$ cat src/crd_div.sv
// crd_div: pipelined restoring divider, several lanes side by side.
// SPS quotient bits per stage; a tag word rides along. No dependencies.
module crd_div #(
    parameter int unsigned LANES = 1,
    parameter int unsigned DW    = 8,
    parameter int unsigned QW    = 8,
    parameter int unsigned SPS   = 1,
    parameter int unsigned TW    = 1
) (
    input  logic                       aclk,
    input  logic                       aresetn,
    input  logic                       en,
    input  logic                       in_valid,
    input  logic [LANES-1:0][DW-1:0]   in_hi,   // starting remainder, below divisor
    input  logic [LANES-1:0][QW-1:0]   in_lo,   // low dividend bits
    input  logic [LANES-1:0][DW-1:0]   in_div,
    input  logic [TW-1:0]              in_tag,
    output logic                       out_valid,
    output logic [LANES-1:0][QW-1:0]   out_quo,
    output logic [TW-1:0]              out_tag
);

    localparam int unsigned STAGES = QW / SPS;

    logic                     valid_reg [STAGES];
    logic [LANES-1:0][DW-1:0] rem_reg   [STAGES];
    logic [LANES-1:0][QW-1:0] word_reg  [STAGES];
    logic [LANES-1:0][DW-1:0] div_reg   [STAGES];
    logic [TW-1:0]            tag_reg   [STAGES];

    logic [LANES-1:0][DW-1:0] rem_next  [STAGES];
    logic [LANES-1:0][QW-1:0] word_next [STAGES];

    always_comb begin
        logic [DW:0]   trial;
        logic [DW-1:0] r;
        logic [DW-1:0] d;
        logic [QW-1:0] w;
        for (int s = 0; s < STAGES; s++) begin
            for (int l = 0; l < LANES; l++) begin
                if (s == 0) begin
                    r = in_hi[l];
                    w = in_lo[l];
                    d = in_div[l];
                end else begin
                    r = rem_reg[s-1][l];
                    w = word_reg[s-1][l];
                    d = div_reg[s-1][l];
                end
                // shift in the next dividend bit, subtract where it fits
                for (int k = 0; k < SPS; k++) begin
                    trial = {r, w[QW-1]};
                    w     = {w[QW-2:0], 1'b0};
                    if (trial >= {1'b0, d}) begin
                        trial = trial - {1'b0, d};
                        w[0]  = 1'b1;
                    end
                    r = trial[DW-1:0];
                end
                rem_next[s][l]  = r;
                word_next[s][l] = w;
            end
        end
    end

    always_ff @(posedge aclk) begin
        if (!aresetn) begin
            for (int s = 0; s < STAGES; s++) begin
                valid_reg[s] <= 1'b0;
            end
        end else if (en) begin
            for (int s = 0; s < STAGES; s++) begin
                valid_reg[s] <= (s == 0) ? in_valid : valid_reg[s-1];
            end
        end
    end

    always_ff @(posedge aclk) begin
        if (en) begin
            for (int s = 0; s < STAGES; s++) begin
                rem_reg[s]  <= rem_next[s];
                word_reg[s] <= word_next[s];
                div_reg[s]  <= (s == 0) ? in_div : div_reg[s-1];
                tag_reg[s]  <= (s == 0) ? in_tag : tag_reg[s-1];
            end
        end
    end

    assign out_valid = valid_reg[STAGES-1];
    assign out_quo   = word_reg[STAGES-1];
    assign out_tag   = tag_reg[STAGES-1];

endmodule

$ cat config.mk
export PLATFORM = sky130hd
export DESIGN_NAME = crd_div
export DESIGN_NICKNAME = d
export VERILOG_FILES = /design/src/crd_div.sv
export SDC_FILE = /design/constraint.sdc
export NUM_CORES = 1
export LEC_CHECK = 0
export BUFFER_PORTS_ARGS = -buffer_cell sky130_fd_sc_hd__buf_2
export CORE_ASPECT_RATIO = 1.75
export CORE_MARGIN = 4
export CORE_UTILIZATION = 50
export DETAILED_ROUTE_END_ITERATION = 10
export GPL_ROUTABILITY_DRIVEN = 0
export PLACE_DENSITY = 0.64
export SLEW_MARGIN = 5
export SYNTH_ARGS = -nofsm -noshare
export SYNTH_HDL_FRONTEND = slang
export SYNTH_SLANG_ARGS = --single-unit
$ cat constraint.sdc
create_clock -name aclk -period 3.3 [get_ports aclk]
set_clock_uncertainty 0.1 [all_clocks]
set_input_delay 0.66 -clock aclk [delete_from_list [all_inputs] [get_ports aclk]]
set_output_delay 0.66 -clock aclk [all_outputs]
set_load 0.01 [all_outputs]
==> results.cfg, run 1 <==
[yosys]
synth_cells = 693
synth_area_um2 = 9350
async_reset_ff_share_pct = 0
synth_cell_types = 52
syn-num-nets = 793
synth_seq_area_share_pct = 61.5
postSynthAreaPerCell_um2 = 13.5
ys_ff_latch = 192
synth-edff-count = 191
synth.top_cell.area_share_pct = 61.3
synth_area_leader_cell = edfxtp_1
yosys_warnings = 0
synth-main-ff-cell = edfxtp_1
synthTopCellsByArea = edfxtp_1 61%, ha_1 8.6%, inv_1 3.7%

[route]
num_vias = 5514
drt_wl_total_um = 16700
dr.max_layer_used = met4
wire_per_inst_um = 16.9
wl_met1_um = 5010
via_per_inst = 5.57
ant_nets = 0
drt_iter0_markers = 176
routed-wl-met2_um = 10500
wl_met3_um = 329
drcViolationCount = 0
first_pass_iters = 4

[setup_path]
path_max_fanout = 8
critPathRequiredTime_ps = 3380
worstPathCellList = inv_1 > ha_1 > a21oi_1 > o21ai_1 > a211o_1 > a31oi_4 > mux2_2
path_class = register to register
critical_path.top_delay_family = compound AO/OA/AOI/OAI gates
startpoint_type = register
crit_path_end_kind = register
critPathBufInv = 1
max_stage_delay_ps = 410
worstPathArrival_ps = 2770
cp_slowest_cell = edfxtp_1

[clock_network]
numCtsBuffers = 17
htreeDepth = 4
tritoncts = yes
clkSlewWorstSetupHoldPaths_ps = 70
ctsHoldBuffers = 0
post_cts_buffers = 0
root_buffer = clkbuf_16
cts-resized-gates = 0
clkSinkCount = 192
clock_latency_ps = 430
clockBufferDepth = 2

[sta]
slew_viol_final = 0
fmax_ghz = 0.372
period_needed_ps = 2690
finalSetupViolations = 0
rsz0062_at_grt = no
hold_viol_final = 0
tns_ps = 0
tightest_slew_ps = 660
relSlewSlack_pct = 56.0
period_share_pct = 81.5

[die]
io-pin-count = 39
die_area_um2 = 21000
die_x_um = 111
start_util_pct = 51.3
die_h_um = 189
rows = 65
core_um2 = 18200

[power]
seq_power_share_pct = 44.1
p_sw_share_pct = 30.5
intPower_mw = 5.42
power_frac_clock_pct = 24.5
peakVddDrop_v = 0.000386
netSwitchingPower_mw = 2.38
comb_power_share_pct = 31.4
p_leak_nw = 4.20
powerDensity_nw_per_um2 = 753

[placement]
numPortBuffers = 38
placed_cells = 958
dp_hpwl_um = 12500

[grt]
grt_antenna_before_repair = 0
grt_usage_pct = 16.2
grt_pass1_vias = 5860
grt_pass1_wl_um = 26500
grt_max_degree = 74
overflow = 0

[final_layout]
final_nets = 843
largest_register_ffs = 64
syn2layout_area_growth_pct = 10.9
multi_input_area_um2 = 3170
final_cell_mix = 191 x edfxtp_1, 92 x inv_1, 64 x ha_1
drive_gt1_share_pct = 13.9
final_cells = 990
fillers = 1506
final_common_cell = edfxtp_1
antenna_cells = 0
seq_area_um2 = 5760

[hold_path]
worstHoldPathType = primary input to register

[job]
drv_cap = 0

[status]
status = finished, final reports clean
==> cell families after synthesis <==
| logic type | Yosys count | share of synthesized area [%] |
|---|---|---|
| mux | 33 | 3.81 |
| xor+xnor | 21 | 1.97 |
| compound gates | 154 | 11.7 |
| flops | 192 | 61.5 |
| simple gates | 118 | 6.38 |
| fa+ha+maj | 71 | 10.1 |
| buf+inv | 104 | 4.55 |
==> metal layers <==
layer	vias to the layer above	global-route usage, %
met5	-	0
met2	99	34.7
met4	0	10.8
li1	2653	-
met3	49	2.72
met1	2713	12.1
==> cell usage after synthesis (all sizes together), types with 2 or more instances <==
cell and n:
o21ai 26, clkbuf 2, a21boi 2, a21o 19
o21bai 3, o2111ai 2, nand2b 5, o21a 33
xor2 5, ha 64, nor4 2, and2 2
a211oi 6, nor3 13, mux2 21, edfxtp 191
o31ai 12, inv 92, nand2 28, o31a 8
a221oi 4, fa 7, buf 10, o221ai 2
nand3 9, a31oi 2, or2 2, and3 9
and4 3, mux2i 12, nor2 24, nor2b 17
a21oi 30, xnor2 16
==> worst register-to-register path, stage by stage, from the launching register on <==
cell,delay [ps]
edfxtp_1,410
inv_1,90
ha_1,290
a21oi_1,260
o21ai_1,170
a211o_1,380
a31oi_4,360
mux2_2,390
==> power by group through the flow <==
stage	registers [mW]	logic (mW)	clock network (mW)
floorplan	3.42	1.86	0
global placement	3.47	2.32	0
detailed placement	3.49	2.44	0
CTS	3.44	2.46	1.96
global route	3.48	2.70	2.06
finish	3.44	2.45	1.91
==> path summary, 6_finish.rpt <==
path | startpoint | endpoint | slack [ps] | cells past startpoint
setup / recovery | div_reg[1][14]$_DFFE_PP_ | rem_reg[4][7]$_DFFE_PP_ | 610 | 7
hold / removal | in_lo[5] | word_reg[0][6]$_DFFE_PP_ | 300 | 1
setup reg to reg | div_reg[1][14]$_DFFE_PP_ | rem_reg[4][7]$_DFFE_PP_ | 610 | 7
hold reg to reg | word_reg[0][28]$_DFFE_PP_ | word_reg[1][5]$_DFFE_PP_ | 310 | 0
==> through the flow <==
| stage | power (mW) | hold slack (ps) | setup slack [ps] | utilization (%) | instance area, µm² |
|---|---|---|---|---|---|
| floorplan | 5.29 | 300 | 948 | - | 9350 |
| global placement | 5.79 | 301 | 721 | 53.9 | 9820 |
| detailed placement | 5.94 | 305 | 626 | 53.9 | 9820 |
| CTS | 7.86 | 283 | 600 | 56.9 | 10400 |
| global route | 8.23 | 286 | 548 | 56.9 | 10400 |
| finish | 7.80 | 305 | 610 | 56.9 | 10400 |
==> area by class of cell <==
cell class	count	share of cell area [%]
clock buffers	18	4.14
clock inverters	14	1.12
inverters	92	3.33
flip-flops and latches	192	55.5
multi-input cells	397	30.6
repair buffers	43	2.50
well taps	234	2.82
(Power assumes the default switching activity.)
==> run 2: changes to the inputs <==
Settings changed: PLACE_DENSITY 0.64 to 0.66.
Clock period 3.3 ns to 2.4 ns, I/O delays scaled along.
==> run 2 against run 1 <==
Largest power group unchanged. Via count grew 2.8%. Critical path type unchanged. Routed wire length up 1.8%. Clock power rose by 51%. Cell count rose by 3.0%. Register-to-register slack got worse by 580 ps. Sequential cell count unchanged. Non-clock buffer count is 30 higher.
==> results.cfg, run 2 (synthesis results as in run 1) <==
[setup_path]
cp_slowest_cell = edfxtp_1
path_class = register to register
worstPathArrival_ps = 2470
startpoint_type = register
critical_path.top_delay_family = compound AO/OA/AOI/OAI gates
crit_path_end_kind = register
critPathRequiredTime_ps = 2490
worstPathCellList = inv_1 > ha_1 > nor2b_1 > o31a_1 > o41ai_1 > xnor2_1 > mux2_2
max_stage_delay_ps = 440
critPathBufInv = 1
path_max_fanout = 3

[route]
via_per_inst = 5.56
drt_iter0_markers = 239
num_vias = 5671
ant_nets = 0
wire_per_inst_um = 16.7
drt_wl_total_um = 17000
first_pass_iters = 4
drcViolationCount = 0

[placement]
numPortBuffers = 38
dp_hpwl_um = 12600

[grt]
grt_pass1_vias = 5927
overflow = 0
grt_antenna_before_repair = 0
grt_max_degree = 77
grt_usage_pct = 16.4
grt_pass1_wl_um = 26900

[die]
start_util_pct = 51.3
rows = 65
die_area_um2 = 21000
core_um2 = 18200
die_h_um = 189
io-pin-count = 39
die_x_um = 111

[power]
peakVddDrop_v = 0.000539
power_mw = 11.4
powerDensity_nw_per_um2 = 1050
p_leak_nw = 4.39

[clock_network]
clkSinkCount = 192
clkSlewWorstSetupHoldPaths_ps = 80
clock_latency_ps = 440
root_buffer = clkbuf_16
htreeDepth = 4
clockBufferDepth = 2
numCtsBuffers = 17
tritoncts = yes

[final_layout]
largest_register_ffs = 64
final_nets = 873
syn2layout_area_growth_pct = 15.6
drive_gt1_share_pct = 20.0
final_cell_mix = 191 x edfxtp_1, 92 x inv_1, 60 x ha_1
final_common_cell = edfxtp_1
fillers = 1458
antenna_cells = 0

[hold_path]
worstHoldPathType = primary input to register

[sta]
tightest_slew_ps = 494
rsz0062_at_grt = yes
period_needed_ps = 2370
fmax_ghz = 0.421
relSlewSlack_pct = 66.7
whs_ps = 114
slew_viol_final = 0
period_share_pct = 98.9
finalSetupViolations = 0
hold_viol_final = 0

[status]
status = finished, final reports clean

[job]
drv_cap = 0
run 2: cell types whose count changed in the layout (fill, tap and decap cells not counted), moves of 4 or more:
cell	delta
a21oi_1	-6
a21oi_2	+6
buf_4	+28
clkinv_2	-5
ha_1	-4
inv_8	+5
run 2: timing repair:
action,4_1_cts,5_1_grt
pin swaps,1,6
hold buffers,0,0
resized for setup,2,20
setup endpoints to repair,7,22
buffers inserted,0,5
run 2: final timing paths:
path | cells past startpoint | end | slack (ps) | startpoint
hold reg to reg | 0 | word_reg[1][7]$_DFFE_PP_ | 320 | word_reg[0][30]$_DFFE_PP_
hold / removal | 1 | word_reg[0][6]$_DFFE_PP_ | 110 | in_lo[5]
setup / recovery | 7 | rem_reg[5][7]$_DFFE_PP_ | 30 | div_reg[2][1]$_DFFE_PP_
setup reg to reg | 7 | rem_reg[5][7]$_DFFE_PP_ | 30 | div_reg[2][1]$_DFFE_PP_
run 2: power breakdown:
part           switching, mW  internal, mW  leakage [nW]
logic                   1.93          1.85          2.22
registers              0.253          4.48          1.88
clock network           1.38          1.50         0.293
run 2: stage by stage:
stage                     cell area (µm²)  std cells  TNS [ps]  setup slack (ps)  util (%)
after floorplan                      9350        693         0               125         -
after global placement              10000        983         0              55.7      55.1
after detailed placement            10000        983      -302             -73.0      55.1
after CTS                           10700       1015    -0.728            -0.370      58.6
after global routing                10800       1020      -173             -38.6      59.3
final                               10800       1020         0              27.0      59.3
run 2: area by class of cell:
class	count	area, µm²	share of cell area [%]
flip-flops and latches	192	5760	53.3
multi-input cells	397	3290	30.5
repair buffers	73	512	4.73
clock buffers	17	425	3.94
inverters	92	345	3.20
well taps	234	293	2.71
clock inverters	15	185	1.71
run 2: per-layer routing:
metal	wire, µm	track usage, %
met5	0	0
met4	810	9.13
met3	427	3.17
met2	10500	35.2
met1	5310	12.6
run 2: worst reg2reg max path, stage by stage, from the launching register on:
cell	delay, ps
edfxtp_1	440
inv_1	80
ha_1	230
nor2b_1	150
o31a_1	300
o41ai_1	440
xnor2_1	110
mux2_2	270
==> run 3: changes to the inputs <==
Settings changed: CELL_PAD_IN_SITES_DETAIL_PLACEMENT from default to 0, CELL_PAD_IN_SITES_GLOBAL_PLACEMENT from default to 1, CORE_UTILIZATION 50 to 47, PLACE_DENSITY 0.66 to 0.74.
==> run 3 against run 2 <==
Cell count is 1.9% higher. Combinational power is 5.3% higher. Sequential power hardly changed. Largest power group unchanged.
==> results.cfg, run 3 (synthesis results as in run 1) <==
[placement]
dp_hpwl_um = 13300
place_area_um2 = 10100
numPortBuffers = 38

[power]
power_mw = 11.4
powerDensity_nw_per_um2 = 1060
p_leak_nw = 4.42
peakVddDrop_v = 0.000603

[setup_path]
r2r-start = div_reg[1][15]$_DFFE_PP_
startpoint_type = register
critPathRequiredTime_ps = 2480
crit_path_end_kind = register
timing.critical_path.to = rem_reg[4][6]$_DFFE_PP_
path_class = register to register
cp_slowest_cell = edfxtp_1
path_max_fanout = 6
worstPathArrival_ps = 2470
startpoint = div_reg[1][15]$_DFFE_PP_
reg2reg_depth = 6
regToRegSetupSlack_ps = 3
max_stage_delay_ps = 480
worstPathCellList = inv_1 > ha_1 > o21a_2 > a211o_1 > a31oi_4 > mux2_2
r2r_end = rem_reg[4][6]$_DFFE_PP_

[clock_network]
clkSinkCount = 192
clkSlewWorstSetupHoldPaths_ps = 70
numCtsBuffers = 17
tritoncts = yes
clockBufferDepth = 2
htreeDepth = 4
clock_latency_ps = 430
root_buffer = clkbuf_16

[grt]
grt_max_degree = 58
grt_pass1_vias = 6174
grt_antenna_before_repair = 0
overflow = 0
grt_pass1_wl_um = 28200
grt_usage_pct = 16.5

[route]
num_vias = 5692
wire_per_inst_um = 17.3
drt_wl_total_um = 17900
first_pass_iters = 7
ant_nets = 0
drcViolationCount = 0
via_per_inst = 5.48
drt_iter0_markers = 281

[die]
die_h_um = 195
rows = 68
die_x_um = 115
core_um2 = 19700
start_util_pct = 47.6
io-pin-count = 39
die_area_um2 = 22300

[sta]
fmax_ghz = 0.417
hold_viol_final = 0
rsz0062_at_grt = yes
relSlewSlack_pct = 72.2
finalSetupViolations = 0
period_needed_ps = 2400
period_share_pct = 99.9
whs_ps = 117
slew_viol_final = 0
tightest_slew_ps = 414

[final_layout]
drive_gt1_share_pct = 20.4
fin_area_um2 = 10800
final_cell_mix = 191 x edfxtp_1, 91 x inv_1, 58 x ha_1
final_common_cell = edfxtp_1
final_nets = 883
syn2layout_area_growth_pct = 15.7
multi_input_area_um2 = 3260
seq_area_um2 = 5760
antenna_cells = 0
largest_register_ffs = 64
fillers = 1630

[job]
drv_cap = 0

[status]
status = finished, final reports clean

[hold_path]
min-delay-start = in_lo[6]
worstHoldPathType = primary input to register
==> run 3: what timing repair did <==
action / in CTS / in global routing
endpoints found under the setup margin: 16 / 23
hold buffers: 0 / 0
gates resized for setup: 5 / 17
pin swaps: 2 / 5
setup buffers: 3 / 5
==> run 3: worst min-delay path by stage <==
stage,to,slack [ps],depth (start not counted)
final,word_reg[0][7]$_DFFE_PP_,120,1
after global routing,word_reg[0][5]$_DFFE_PP_,100,1
after CTS,word_reg[0][7]$_DFFE_PP_,100,1
after detailed placement,word_reg[1][15]$_DFFE_PP_,300,0
after global placement,tag_reg[0][1]$_DFFE_PP_,300,0
after floorplan,tag_reg[0][1]$_DFFE_PP_,300,0
==> run 3: routing by layer <==
layer	share of wire (%)	vias up	track usage, %
met4	5.7	0	10.9
li1	-	2725	-
met5	0	-	0
met1	31	2818	12.7
met3	2.0	53	2.77
met2	62	96	34.4
==> run 3: cell type report <==
cell class | count | area share [%]
clock buffer | 17 | 3.93
tap | 245 | 2.83
sequential | 192 | 53.2
clock inverter | 13 | 1.18
timing repair buffer | 83 | 5.57
inverter | 92 | 3.19
multi-input combinational | 397 | 30.1
==> run 3: through the flow <==
stage / setup TNS (ps) / util, % / instances / worst slack (ps)
2_1_floorplan: 0 / - / 693 / 125
3_3_place_gp: -45.6 / 51.4 / 1001 / -9.51
3_5_place_dp: -343 / 51.4 / 1001 / -72.8
4_1_cts: 0 / 54.6 / 1034 / 0.981
5_1_grt: -174 / 55.1 / 1039 / -51.9
6_report: 0 / 55.1 / 1039 / 3.05
==> run 3: where the power goes <==
part | internal, mW | switching, mW
Combinational | 1.98 | 2.00
Sequential | 4.48 | 0.264
Clock | 1.45 | 1.26
==> run 3: worst max-delay path, delay by kind of cell (launching register included) <==
| family | cells | cell delay [ps] |
|---|---|---|
| adders and majority gates | 1 | 300 |
| AOI/OAI and AO/OA | 3 | 790 |
| muxes | 1 | 390 |
| buffers and inverters | 1 | 80 |
| DFF | 1 | 480 |
